--- config.mk ---
export PLATFORM = sky130hd
export DESIGN_NAME = rotary_knob_quadrature_decoder_top
export DESIGN_NICKNAME = d
export VERILOG_FILES = /design/src/hw/rtl/rkqd_pkg.sv /design/src/hw/rtl/rotary_knob_quadrature_decoder_top.sv /design/src/hw/rtl/rkqd_decide.sv
export SDC_FILE = /design/constraint.sdc
export NUM_CORES = 1
export LEC_CHECK = 0
export ABC_AREA = 1
export BUFFER_PORTS_ARGS = -buffer_cell sky130_fd_sc_hd__clkbuf_2
export CAP_MARGIN = 20
export CORE_MARGIN = 4
export CORE_UTILIZATION = 55
export CTS_BUF_LIST = sky130_fd_sc_hd__clkbuf_4
export CTS_CLUSTER_DIAMETER = 120
export DETAILED_ROUTE_END_ITERATION = 8
export PLACE_DENSITY = 0.73
export RECOVER_POWER = 100
export SLEW_MARGIN = 20
export SYNTH_ARGS = -nofsm -noshare
export SYNTH_HDL_FRONTEND = slang
export SYNTH_SLANG_ARGS = --single-unit
--- constraint.sdc ---
create_clock -name i_clk -period 5.7 [get_ports i_clk]
set_input_delay 1.425 -clock i_clk [delete_from_list [all_inputs] [get_ports i_clk]]
set_output_delay 1.425 -clock i_clk [all_outputs]
set_load 0.03 [all_outputs]
--- src/hw/rtl/rkqd_pkg.sv ---
// ---------------------------------------------------------------------------
// Rotary knob quadrature decoder package
// Shared types, register indexes and the transition decode table.
// ---------------------------------------------------------------------------
`default_nettype none

package rkqd_pkg;

    // Field and register widths.
    localparam int TICK_W  = 32;
    localparam int CFG_W   = 16;
    localparam int CFG_IDX_W = 2;

    // Reset value of the button lockout, in ticks.
    localparam logic [CFG_W-1:0] BUTTON_LOCKOUT_RESET = 16'd50;

    // Configuration register indexes.
    typedef enum logic [CFG_IDX_W-1:0] {
        REG_DEBOUNCE_TICKS  = 2'd0,
        REG_INVERT_DIR      = 2'd1,
        REG_BUTTON_LOCKOUT  = 2'd2
    } t_cfg_reg;

    // Event kind carried by an input word.
    typedef enum logic {
        FUNC_ENCODER = 1'b0,
        FUNC_BUTTON  = 1'b1
    } t_func;

    // Result word codes.
    typedef enum logic [1:0] {
        CODE_CW     = 2'd0,
        CODE_CCW    = 2'd1,
        CODE_BUTTON = 2'd2
    } t_event_code;

    // Direction decoded from one pin transition.
    typedef enum logic [1:0] {
        DIR_NONE = 2'd0,
        DIR_CW   = 2'd1,
        DIR_CCW  = 2'd2
    } t_dir;

    // Outcome of one event, handed from the decision logic to the top level.
    typedef struct packed {
        logic        enc_accept;
        logic        btn_accept;
        logic        has_result;
        t_event_code code;
    } t_decision;

    // Transition index is previous state in the upper two bits, current below.
    function automatic t_dir transition_dir(input logic [3:0] idx);
        t_dir d;
        unique case (idx)
            4'h1, 4'h7, 4'h8, 4'hE: d = DIR_CW;
            4'h2, 4'hB, 4'hD, 4'h4: d = DIR_CCW;
            default:                d = DIR_NONE;
        endcase
        return d;
    endfunction

endpackage

`default_nettype wire

--- src/hw/rtl/rotary_knob_quadrature_decoder_top.sv ---
// ---------------------------------------------------------------------------
// Rotary knob quadrature decoder, top level
// Time-stamped encoder and button events in, step and press words out.
// ---------------------------------------------------------------------------
// Each input word is registered, decided from the input register and, when it
// produces a result, placed in an output register. One word is taken every
// cycle while the input is not stalled. The rate is set by the single
// decision stage, which reads and updates the stored pin state and timestamps
// in the same cycle. Encoder words arriving inside the debounce window and
// button words inside the lockout are dropped without changing any state. The
// stored pin state resets to 00 and both timestamps to zero. Configuration may
// be written only while no word is in flight.
`default_nettype none

module rotary_knob_quadrature_decoder_top (
    input  wire logic                         i_clk,
    input  wire logic                         i_rst_n,
    // Configuration write port.
    input  wire logic                         i_cfg_we,
    input  wire logic [rkqd_pkg::CFG_IDX_W-1:0] i_cfg_index,
    input  wire logic [rkqd_pkg::CFG_W-1:0]     i_cfg_data,
    // Input channel.
    input  wire logic                         i_in_valid,
    output logic                              o_in_stall,
    input  wire logic                         i_func,
    input  wire logic [rkqd_pkg::TICK_W-1:0]    i_now_ticks,
    input  wire logic                         i_pin_a,
    input  wire logic                         i_pin_b,
    // Output channel.
    output logic                              o_out_valid,
    input  wire logic                         i_out_stall,
    output logic [1:0]                        o_event_code
);
    import rkqd_pkg::*;

    // Configuration registers.
    logic [CFG_W-1:0]  r_debounce_ticks;
    logic              r_invert_dir;
    logic [CFG_W-1:0]  r_button_lockout;

    // Input register.
    logic              r_in_valid;
    logic              r_func;
    logic [TICK_W-1:0] r_now_ticks;
    logic [1:0]        r_pins;

    // Decoder state.
    logic [1:0]        r_prev_pins;
    logic [TICK_W-1:0] r_last_enc_time;
    logic [TICK_W-1:0] r_last_btn_time;

    // Output register.
    logic              r_out_valid;
    t_event_code       r_event_code;

    t_decision         decision;
    logic              out_free;
    logic              advance;
    logic              in_take;

    // Configuration writes; an index past the last register is ignored.
    always_ff @(posedge i_clk) begin
        if (!i_rst_n) begin
            r_debounce_ticks <= '0;
            r_invert_dir     <= 1'b0;
            r_button_lockout <= BUTTON_LOCKOUT_RESET;
        end else if (i_cfg_we) begin
            unique case (t_cfg_reg'(i_cfg_index))
                REG_DEBOUNCE_TICKS: r_debounce_ticks <= i_cfg_data;
                REG_INVERT_DIR:     r_invert_dir     <= i_cfg_data[0];
                REG_BUTTON_LOCKOUT: r_button_lockout <= i_cfg_data;
                default: ;
            endcase
        end
    end

    // Decision logic for the word held in the input register.
    rkqd_decide u_decide (
        .i_func           (r_func),
        .i_now_ticks      (r_now_ticks),
        .i_pins           (r_pins),
        .i_prev_pins      (r_prev_pins),
        .i_last_enc_time  (r_last_enc_time),
        .i_last_btn_time  (r_last_btn_time),
        .i_debounce_ticks (r_debounce_ticks),
        .i_invert_dir     (r_invert_dir),
        .i_button_lockout (r_button_lockout),
        .o_decision       (decision)
    );

    // A word without a result may retire even while the output is blocked.
    assign out_free   = !r_out_valid || !i_out_stall;
    assign advance    = r_in_valid && (out_free || !decision.has_result);
    assign o_in_stall = r_in_valid && !advance;
    assign in_take    = i_in_valid && !o_in_stall;

    // Input register.
    always_ff @(posedge i_clk) begin
        if (!i_rst_n) begin
            r_in_valid <= 1'b0;
        end else if (in_take) begin
            r_in_valid <= 1'b1;
        end else if (advance) begin
            r_in_valid <= 1'b0;
        end
    end

    always_ff @(posedge i_clk) begin
        if (in_take) begin
            r_func      <= i_func;
            r_now_ticks <= i_now_ticks;
            r_pins      <= {i_pin_b, i_pin_a};
        end
    end

    // Stored pin state and timestamps, updated only by accepted events.
    always_ff @(posedge i_clk) begin
        if (!i_rst_n) begin
            r_prev_pins     <= 2'b00;
            r_last_enc_time <= '0;
            r_last_btn_time <= '0;
        end else if (advance) begin
            if (decision.enc_accept) begin
                r_prev_pins     <= r_pins;
                r_last_enc_time <= r_now_ticks;
            end
            if (decision.btn_accept) begin
                r_last_btn_time <= r_now_ticks;
            end
        end
    end

    // Output register.
    always_ff @(posedge i_clk) begin
        if (!i_rst_n) begin
            r_out_valid <= 1'b0;
        end else if (advance && decision.has_result) begin
            r_out_valid <= 1'b1;
        end else if (!i_out_stall) begin
            r_out_valid <= 1'b0;
        end
    end

    always_ff @(posedge i_clk) begin
        if (advance && decision.has_result) begin
            r_event_code <= decision.code;
        end
    end

    assign o_out_valid  = r_out_valid;
    assign o_event_code = r_event_code;

endmodule

`default_nettype wire

--- src/hw/rtl/rkqd_decide.sv ---
// ---------------------------------------------------------------------------
// Rotary knob event decision
// Applies the debounce and lockout windows to one event and decodes the
// encoder transition into a result code.
// ---------------------------------------------------------------------------
`default_nettype none

module rkqd_decide (
    input  wire logic                      i_func,
    input  wire logic [rkqd_pkg::TICK_W-1:0] i_now_ticks,
    input  wire logic [1:0]                i_pins,
    input  wire logic [1:0]                i_prev_pins,
    input  wire logic [rkqd_pkg::TICK_W-1:0] i_last_enc_time,
    input  wire logic [rkqd_pkg::TICK_W-1:0] i_last_btn_time,
    input  wire logic [rkqd_pkg::CFG_W-1:0]  i_debounce_ticks,
    input  wire logic                      i_invert_dir,
    input  wire logic [rkqd_pkg::CFG_W-1:0]  i_button_lockout,
    output rkqd_pkg::t_decision            o_decision
);
    import rkqd_pkg::*;

    logic [TICK_W-1:0] enc_elapsed;
    logic [TICK_W-1:0] btn_elapsed;
    logic              enc_open;
    logic              btn_open;
    t_dir              dir;

    // Elapsed time wraps modulo 2^32, so a plain subtraction is enough.
    assign enc_elapsed = i_now_ticks - i_last_enc_time;
    assign btn_elapsed = i_now_ticks - i_last_btn_time;
    assign enc_open    = enc_elapsed >= {{(TICK_W-CFG_W){1'b0}}, i_debounce_ticks};
    assign btn_open    = btn_elapsed >= {{(TICK_W-CFG_W){1'b0}}, i_button_lockout};

    assign dir = transition_dir({i_prev_pins, i_pins});

    // Combine the window checks with the decoded direction.
    always_comb begin
        o_decision = '0;
        o_decision.code = CODE_CW;
        if (t_func'(i_func) == FUNC_BUTTON) begin
            o_decision.btn_accept = btn_open;
            o_decision.has_result = btn_open;
            o_decision.code       = CODE_BUTTON;
        end else begin
            o_decision.enc_accept = enc_open;
            o_decision.has_result = enc_open && (dir != DIR_NONE);
            if ((dir == DIR_CW) != i_invert_dir) begin
                o_decision.code = CODE_CW;
            end else begin
                o_decision.code = CODE_CCW;
            end
        end
    end

endmodule

`default_nettype wire
==> impl_metrics.py, run 1 <==
metrics = {
    "sta": {
        "setup_viol": 0,
        "tightest_slew_ns": 2.69,
        "final-max-slew-violation-count": 103,
        "fin_skew_ns": 0.0304,
        "fin_setup_tns_ns": 0,
        "timing.hold.ws_ns": 0.476,
        "maxSlewHeadroom_pct": -79.4,
        "fin_crit_sh_pct": 95.5,
        "hold_viol_final": 0,
        "period_needed_ns": 5.44,
        "fmax_mhz": 184,
    },
    "worst_setup_path": {
        "crit_path_max_fanout": 5,
        "endpoint_kind": "output pin",
        "required_ns": 4.28,
        "critical_path_class": "flip-flop to output pin",
        "crit_arrival_ns": 4.02,
        "crit_path_start_kind": "flip-flop",
    },
    "final_layout": {
        "fin_util_pct": 62.4,
        "num-nets-final": 2066,
        "fillers": 1911,
        "fin_area_mm2": 0.0123,
        "fin_cells": 2191,
        "area_growth_pct": 10.5,
        "drive_above_1_share_pct": 8.52,
    },
    "power_and_ir_drop": {
        "pwr-share-comb_pct": 35.7,
        "ir_drop_mv": 0.117,
        "sw_frac_of_total_pct": 39.3,
        "p_int_mw": 1.65,
        "p_sw_mw": 1.07,
        "power.clock.fraction_pct": 23.8,
        "p_per_area_mw_per_mm2": 220,
        "leakagePower_nw": 6.87,
        "power_frac_seq_pct": 40.5,
    },
    "clock_network": {
        "cts-buffers-inserted": 17,
        "cts_tree": "yes",
        "clkTransAtPathRegs_ns": 0.13,
        "cts_root_buffer": "clkbuf_4",
        "hold_buffers": 0,
        "cts.sinks": 138,
        "clockBufferDepth": 2,
        "htree_num_levels": 4,
        "clkLatencyLatePin_ns": 0.56,
    },
    "global_route": {
        "grt_pass1_wl_um": 49300,
        "grt_max_degree": 65,
        "grt_usage_pct": 27.7,
        "antenna_found_initial": 1,
        "grt_pass1_vias": 9931,
        "grt-ovfl-total": 0,
    },
    "outcome": {
        "status": "finished with violations",
        "violations": "max-capacitance violations, max-slew violations",
    },
    "logic_synthesis": {
        "ys_types": 34,
        "synth.most_common_cell": "nand2_1",
        "synth_area_per_cell_um2": 6.04,
        "synth_top_area_share_pct": 21.2,
        "synth_seq_area_share_pct": 28.1,
        "synthTopCellsByCount": "nand2_1 (628), inv_1 (419), nor2_1 (204), dfxtp_1 (101), ha_1 (94)",
        "synth_top_cells_by_area": "nand2_1 (21%), dfxtp_1 (18%), inv_1 (14%), ha_1 (11%), edfxtp_1 (10%)",
        "synth.largest_area_cell": "nand2_1",
        "synth-seq-cells": 138,
        "synthesis.instances": 1845,
        "synth-edff-count": 37,
        "ys_warn_count": 0,
        "async_flop_share_pct": 0,
        "syn_area_mm2": 0.0111,
        "synth_ff_type": "dfxtp_1",
        "syn_nets": 1999,
    },
    "die": {
        "coreArea_mm2": 0.0197,
        "pin_count": 62,
        "start_util_pct": 56.5,
        "die_w_um": 150,
        "fp.dieH_um": 150,
        "std_cell_rows": 51,
        "die-area_mm2": 0.0226,
    },
    "route": {
        "met3_length_um": 1960,
        "wl_per_cell_um": 14.3,
        "drtPass1Iterations": 5,
        "routed.top_layer": "met4",
        "routed_via_density": 5.05,
        "route.met2.wl_um": 14900,
        "routed_wl_um": 31400,
        "initialDrtViolationCount": 907,
        "drt-met1-wl_um": 14200,
        "drc": 0,
        "via_count": 11100,
        "ant_nets": 0,
    },
    "run": {
        "cap_viol_max_count": 2,
    },
    "place": {
        "port_buffers": 61,
        "dp_cells": 2142,
        "gp_congestion": 0.951,
        "placed_area_mm2": 0.0117,
        "hpwl_um": 24800,
    },
    "min_path": {
        "worstHoldPathType": "flip-flop to flip-flop",
    },
}
cells by family after synthesis:
| logic type | share of synthesized area, % |
|---|---|
| AO/OA/AOI/OAI | 6.32 |
| AND/OR/NAND/NOR | 36.2 |
| XOR/XNOR | 2.75 |
| flip-flops | 28.1 |
| adder cells (fa/ha/maj) | 10.9 |
| buffers and inverters | 15.7 |
worst max-delay path, cell delays in order (launching register included):
cell and delay [ns]:
edfxtp_1 0.56, ha_4 0.36, nand2_1 0.07, nand2_1 0.08, inv_1 0.05, nand2_1 0.15, nand2_1 0.09, nand2_1 0.17
xor2_2 0.20, ha_1 0.27, nand2_1 0.07, inv_1 0.04, nor2_1 0.08, o21a_1 0.12, nand2_1 0.06, nand2_1 0.06
nand2_1 0.04, nand2_1 0.05, nand3_1 0.06, nor2_1 0.10, nand2_1 0.06, nor2_2 0.11, nand2_1 0.09, nand3_1 0.10
nand2_2 0.10, nand3_2 0.09, inv_1 0.04, buf_2 0.17
state kept, by name (all words and copies together), names as in the netlist, 2 cells and up:
register and cells:
r_now_ticks 32, r_debounce_ticks 16, r_pins 2, r_button_lockout 16, r_last_enc_time 32, r_prev_pins 2
o_event_code 2, r_last_btn_time 32
placed cells by master, fill, tap and decap left out, drive strengths merged:
master	n
buf	22
o211ai	4
nand3	64
o21a	2
clkbuf	79
a21oi	78
nand4	46
a211oi	2
fa	2
o21bai	6
nand2	630
or2	2
edfxtp	37
o21ai	40
inv	427
bufinv	1
clkinv	3
clkinvlp	4
xor2	29
ha	94
dfxtp	101
diode	1
nand3b	5
nor3	24
xnor2	6
nor2	210
and2	7
routing by layer:
layer / track usage [%] / vias to the layer above
li1: - / 5712
met5: 0 / -
met4: 5.44 / 0
met3: 3.07 / 27
met2: 47.1 / 320
met1: 38.2 / 4998
worst paths after layout:
kind | startpoint | end | slack [ns] | depth (start not counted)
worst max register to register | r_now_ticks[2] | r_last_enc_time[8] | 1.36 | 30
worst max-delay path | r_now_ticks[2] | o_in_stall | 0.26 | 27
worst min register to register | r_debounce_ticks[2] | r_debounce_ticks[2] | 0.48 | 2
worst min-delay path | r_debounce_ticks[2] | r_debounce_ticks[2] | 0.48 | 2
metrics by stage:
| step | setup slack, ns | power [mW] |
|---|---|---|
| 2_1_floorplan | 1.28 | 1.79 |
| 3_3_place_gp | 0.749 | 2.01 |
| 3_5_place_dp | 0.727 | 2.03 |
| 4_1_cts | 0.0932 | 2.67 |
| 5_1_grt | -0.0348 | 2.91 |
| 6_report | 0.257 | 2.71 |
power by group through the flow:
stage / Sequential, mW / Clock, mW / Combinational, mW
after global placement: 1.12 / 0 / 0.893
after global routing: 1.10 / 0.699 / 1.11
after floorplan: 1.11 / 0 / 0.686
after CTS: 1.10 / 0.655 / 0.916
final: 1.10 / 0.645 / 0.970
after detailed placement: 1.12 / 0 / 0.911
cell type report:
| cell class | count | area, um^2 | area share, % |
|---|---|---|---|
| clock inverters | 14 | 138 | 1.12 |
| well taps | 265 | 332 | 2.69 |
| inverters | 421 | 1580 | 12.8 |
| repair buffers | 83 | 455 | 3.70 |
| diodes | 1 | 2.50 | 0.0203 |
| clock buffers | 18 | 135 | 1.10 |
| flip-flops and latches | 138 | 3130 | 25.4 |
| multi-input cells | 1251 | 6540 | 53.1 |
timing repair:
| item | 4_1_cts | 5_1_grt |
|---|---|---|
| resized for setup | 0 | 46 |
| buffers inserted | 0 | 16 |
| setup endpoints to repair | 0 | 1 |
No activity file was read; power rests on OpenSTA's default activity.
==> run 2, diff against run 1 <==
--- a/config.mk
+++ b/config.mk
@@ -9,11 +9,11 @@
 export BUFFER_PORTS_ARGS = -buffer_cell sky130_fd_sc_hd__clkbuf_2
 export CAP_MARGIN = 20
 export CORE_MARGIN = 4
-export CORE_UTILIZATION = 55
+export CORE_UTILIZATION = 60
 export CTS_BUF_LIST = sky130_fd_sc_hd__clkbuf_4
 export CTS_CLUSTER_DIAMETER = 120
 export DETAILED_ROUTE_END_ITERATION = 8
-export PLACE_DENSITY = 0.73
+export PLACE_DENSITY = 0.79
 export RECOVER_POWER = 100
 export SLEW_MARGIN = 20
 export SYNTH_ARGS = -nofsm -noshare
==> run 2 against run 1 <==
The run still ends with max-capacitance violations, max-slew violations left; largest cell class unchanged; die area shrank 7.9%; critical path depth is 3 lower; clock power hardly changed; core utilization rose by 4.6 points; critical endpoint unchanged.
==> impl_metrics.py, run 2 (synthesis gave the netlist of run 1 again) <==
metrics = {
    "die": {
        "std_cell_rows": 49,
        "die_w_um": 144,
        "pin_count": 62,
        "start_util_pct": 61.6,
        "fp.dieH_um": 144,
        "die-area_mm2": 0.0208,
        "coreArea_mm2": 0.0181,
    },
    "route": {
        "drc": 0,
        "drtPass1Iterations": 5,
        "initialDrtViolationCount": 758,
        "ant_nets": 0,
        "routed_via_density": 5.16,
        "routed_wl_um": 31400,
        "wl_per_cell_um": 14.6,
        "via_count": 11100,
    },
    "final_layout": {
        "fillers": 1726,
        "num-nets-final": 2061,
        "largestRegisters": "r_last_btn_time (32), r_last_enc_time (32), r_now_ticks (32)",
        "layout_commonest_cell": "nand2_1",
        "layout_common_cells": "nand2_1 (621), inv_1 (418), nor2_1 (203)",
        "area_growth_pct": 8.85,
        "drive_above_1_share_pct": 7.40,
    },
    "sta": {
        "maxSlewHeadroom_pct": -189,
        "fin_skew_ns": 0.0338,
        "period_needed_ns": 5.46,
        "fmax_mhz": 183,
        "hold_viol_final": 0,
        "fin_crit_sh_pct": 95.8,
        "setup_ws_ns": 0.237,
        "final-max-slew-violation-count": 101,
        "setup_viol": 0,
        "tightest_slew_ns": 4.33,
    },
    "worst_setup_path": {
        "crit_path_max_fanout": 4,
        "cp_cell_sequence": "buf_4 -> ha_1 -> nand2_1 -> inv_1 -> nand2_1 -> nand2_1 -> nand3b_1 -> xor2_1 -> ha_1 -> a21oi_1 -> nor3_1 -> nor3_1 -> nand2_1 -> nand2_1 -> nand3_1 -> nor2_1 -> nand3_1 -> nor2_1 -> nand2_1 -> nand2_1 -> nand2_2 -> nand3_2 -> inv_1 -> buf_2",
        "crit_top_cell": "nand2_1",
        "critical_path_class": "flip-flop to output pin",
        "required_ns": 4.28,
        "crit_arrival_ns": 4.04,
        "critPathSlowestCell": "edfxtp_1",
        "endpoint_kind": "output pin",
        "cp_slowest_stage_delay_ns": 0.43,
        "crit_path_start_kind": "flip-flop",
    },
    "global_route": {
        "antenna_found_initial": 1,
        "grt_usage_pct": 30.3,
        "grt_pass1_vias": 10200,
        "grt_pass1_wl_um": 49700,
        "grt-ovfl-total": 0,
        "grt_max_degree": 101,
    },
    "clock_network": {
        "clkTransAtPathRegs_ns": 0.12,
        "clockBufferDepth": 2,
        "hold_buffers": 0,
        "cts_root_buffer": "clkbuf_4",
        "cts.sinks": 138,
        "cts_tree": "yes",
        "clkLatencyLatePin_ns": 0.57,
        "cts-buffers-inserted": 17,
        "htree_num_levels": 4,
    },
    "power_and_ir_drop": {
        "p_per_area_mw_per_mm2": 223,
        "p_total_mw": 2.70,
        "ir_drop_mv": 0.155,
        "leakagePower_nw": 6.86,
    },
    "outcome": {
        "violations": "max-capacitance violations, max-slew violations",
        "status": "finished with violations",
    },
    "place": {
        "post-place-ws_ns": 0.713,
        "hpwl_um": 25000,
        "port_buffers": 61,
        "gp_congestion": 0.974,
    },
    "min_path": {
        "worstHoldPathType": "flip-flop to flip-flop",
    },
    "run": {
        "cap_viol_max_count": 1,
    },
}
[run 2: path summary, 6_finish.rpt]
| path | from | to | slack (ns) | cells after the start |
|---|---|---|---|---|
| setup / recovery | r_now_ticks[8] | o_in_stall | 0.24 | 24 |
| setup reg to reg | r_now_ticks[8] | r_last_enc_time[1] | 1.26 | 26 |
| hold / removal | r_debounce_ticks[15] | r_debounce_ticks[15] | 0.48 | 2 |
| hold reg to reg | r_debounce_ticks[15] | r_debounce_ticks[15] | 0.48 | 2 |
[run 2: layer usage]
| metal | wire length, um | part of all wire [%] | track usage [%] | vias up |
|---|---|---|---|---|
| met4 | 709 | 2.3 | 8.35 | 0 |
| li1 | - | - | - | 5720 |
| met2 | 14600 | 46 | 50.6 | 313 |
| met3 | 1900 | 6.0 | 3.80 | 61 |
| met5 | 0 | 0 | 0 | - |
| met1 | 14200 | 45 | 41.7 | 5007 |
[run 2: stage by stage]
step | cells | hold WS, ns | cell area, um^2 | util, % | TNS [ns]
6_report | 2150 | 0.477 | 12100 | 67.0 | 0
3_3_place_gp | 2106 | 0.449 | 11600 | 64.3 | 0
3_5_place_dp | 2106 | 0.455 | 11600 | 64.3 | 0
2_1_floorplan | 1845 | 0.434 | 11100 | - | 0
4_1_cts | 2138 | 0.476 | 11900 | 65.8 | 0
5_1_grt | 2150 | 0.504 | 12100 | 67.0 | -0.0633
[run 2: layout make-up]
cell class,instances,area (um^2),area share (%)
antenna,1,2.50,0.0206
clock buffer,18,135,1.11
clock inverter,14,133,1.09
inverter,421,1580,13.0
multi-input combinational,1251,6430,53.0
sequential,138,3130,25.8
tap,229,287,2.36
timing repair buffer,78,427,3.52
[run 2: worst max-delay path, delay by kind of cell, from the launching register on]
family / cells / cell delay [ns]
AND/OR/NAND/NOR: 16 / 1.60
adder cells (fa/ha/maj): 2 / 0.67
XOR/XNOR: 1 / 0.18
flip-flops: 1 / 0.43
buffers and inverters: 4 / 0.43
AO/OA/AOI/OAI: 1 / 0.18
[run 2: power breakdown]
| part | leakage, nW | internal (mW) | total [mW] | switching (mW) |
|---|---|---|---|---|
| sequential | 1.19 | 1.06 | 1.10 | 0.0365 |
| combinational | 5.51 | 0.350 | 0.959 | 0.609 |
| clock | 0.155 | 0.232 | 0.646 | 0.414 |
| total | 6.86 | 1.64 | 2.70 | 1.06 |
[run 2: what timing repair did]
item	4_1_cts	5_1_grt
setup endpoints to repair	0	1
gates resized for setup	0	30
buffers inserted	0	11
==> run 3, diff against run 2 <==
--- a/config.mk
+++ b/config.mk
@@ -7,7 +7,8 @@
 export LEC_CHECK = 0
 export ABC_AREA = 1
 export BUFFER_PORTS_ARGS = -buffer_cell sky130_fd_sc_hd__clkbuf_2
-export CAP_MARGIN = 20
+export CAP_MARGIN = 10
+export CORE_ASPECT_RATIO = 0.9
 export CORE_MARGIN = 4
 export CORE_UTILIZATION = 60
 export CTS_BUF_LIST = sky130_fd_sc_hd__clkbuf_4
==> run 3 against run 2 <==
The run still ends with max-capacitance violations, max-slew violations left; setup slack better by 0.021 ns; clock skew up 0.00081 ns; total power is 2.9% higher; first-iteration DRC count is 5.4% higher; die area is essentially flat; global-route usage fell by 1.6 points; core utilization up 0.96 points; critical path type unchanged; critical endpoint unchanged; largest cell class unchanged; largest power group unchanged.
==> impl_metrics.py, run 3 (synthesis gave the netlist of run 1 again) <==
metrics = {
    "sta": {
        "fmax_mhz": 184,
        "hold_viol_final": 0,
        "fin_crit_sh_pct": 95.5,
        "fin_skew_ns": 0.0346,
        "period_needed_ns": 5.44,
        "maxSlewHeadroom_pct": -44.8,
        "tightest_slew_ns": 2.17,
        "final-max-slew-violation-count": 45,
        "setup_viol": 0,
        "timing.hold.ws_ns": 0.474,
    },
    "die": {
        "die-area_mm2": 0.0208,
        "std_cell_rows": 46,
        "fp.dieH_um": 137,
        "start_util_pct": 62.2,
        "die_w_um": 152,
        "coreArea_mm2": 0.0179,
        "pin_count": 62,
    },
    "worst_setup_path": {
        "reg2reg_from": "r_now_ticks[4]",
        "critPathSlowestCell": "edfxtp_1",
        "crit_path_max_fanout": 4,
        "critical_path_class": "flip-flop to output pin",
        "cp_num_buf_inv": 3,
        "ff2ff_setup_slack_ns": 1.22,
        "crit_path_start_kind": "flip-flop",
        "crit_top_cell": "nand2_1",
        "crit_arrival_ns": 4.02,
        "crit_family": "simple AND/OR/NAND/NOR gates",
        "cp_slowest_stage_delay_ns": 0.55,
        "startpoint": "r_now_ticks[4]",
        "endpoint_kind": "output pin",
        "required_ns": 4.28,
    },
    "route": {
        "initialDrtViolationCount": 799,
        "via_count": 11000,
        "routed_via_density": 5.11,
        "routed_wl_um": 30200,
        "ant_nets": 0,
        "drtPass1Iterations": 8,
        "drc": 0,
        "wl_per_cell_um": 14.0,
    },
    "clock_network": {
        "cts_tree": "yes",
        "cts.sinks": 138,
        "htree_num_levels": 4,
        "clkTransAtPathRegs_ns": 0.13,
        "clockBufferDepth": 2,
        "cts_root_buffer": "clkbuf_4",
        "clkLatencyLatePin_ns": 0.56,
        "cts-buffers-inserted": 17,
    },
    "final_layout": {
        "largestRegisters": "r_last_btn_time (32), r_last_enc_time (32), r_now_ticks (32)",
        "fin_area_mm2": 0.0122,
        "layout_common_cells": "nand2_1 (619), inv_1 (417), nor2_1 (201)",
        "fillers": 1660,
        "antenna_cells": 0,
        "area_growth_pct": 9.27,
        "layout_commonest_cell": "nand2_1",
        "num-nets-final": 2057,
        "drive_above_1_share_pct": 6.99,
    },
    "outcome": {
        "violations": "max-capacitance violations, max-slew violations",
        "status": "finished with violations",
    },
    "global_route": {
        "grt_usage_pct": 28.7,
        "grt_pass1_vias": 9867,
        "antenna_found_initial": 0,
        "met2_usage_pct": 45.9,
        "grt_max_degree": 45,
        "grt_pass1_wl_um": 47400,
        "grtUsageMet1_pct": 39.3,
        "use_met3_pct": 4.54,
        "top_usage_layer": "met2",
        "grt-ovfl-total": 0,
    },
    "power_and_ir_drop": {
        "leakagePower_nw": 6.84,
        "p_per_area_mw_per_mm2": 229,
        "p_total_mw": 2.78,
        "ir_drop_mv": 0.208,
    },
    "place": {
        "gp_congestion": 0.995,
        "port_buffers": 61,
        "hpwl_um": 24000,
        "placed_area_mm2": 0.0116,
    },
    "min_path": {
        "worstHoldPathType": "flip-flop to flip-flop",
        "worstHoldStart": "r_button_lockout[3]",
    },
    "run": {
        "cap_viol_max_count": 1,
    },
}
-- run 3: layer usage --
metal	wire, um	part of all wire, %
met4	1150	3.8
met3	2240	7.4
met2	13000	43
met1	13700	46
met5	0	0
-- run 3: final cells by class --
type / count / area, um^2 / area share [%]
clock inverters: 14 / 193 / 1.58
well taps: 240 / 300 / 2.47
flip-flops and latches: 138 / 3130 / 25.7
inverters: 421 / 1580 / 13.0
repair buffers: 74 / 374 / 3.07
clock buffers: 18 / 135 / 1.11
multi-input cells: 1251 / 6460 / 53.0
-- run 3: power breakdown --
| group | switching, mW | internal [mW] |
|---|---|---|
| combinational | 0.609 | 0.340 |
| clock | 0.377 | 0.357 |
| sequential | 0.0364 | 1.06 |
-- run 3: worst register-to-register path, delay by kind of cell, from the launching register on --
kind	cells	cell delay, ns
AOI/OAI and AO/OA	1	0.14
xor gates and xnor gates	1	0.19
adders and majority gates	2	0.70
buffers and inverters	2	0.11
DFF	1	0.55
and+or+nand+nor	21	2.74
-- run 3: final timing paths --
check | end | cells past startpoint
max | o_in_stall | 25
min | r_button_lockout[3] | 2
max reg2reg | r_last_enc_time[2] | 27
min reg2reg | r_button_lockout[3] | 2
-- run 3: what timing repair did --
item	CTS	global route
setup endpoints to repair	0	1
hold buffers	0	0
gates resized for setup	0	40
buffers inserted	0	5
-- run 3: through the flow --
step	utilization [%]	cells	setup WS [ns]	TNS, ns
6_report	68.0	2156	0.258	0
5_1_grt	68.0	2156	-0.0565	-0.0565
4_1_cts	66.9	2151	0.0312	0
3_5_place_dp	65.1	2119	0.675	0
3_3_place_gp	65.1	2119	0.789	0
2_1_floorplan	-	1845	1.28	0
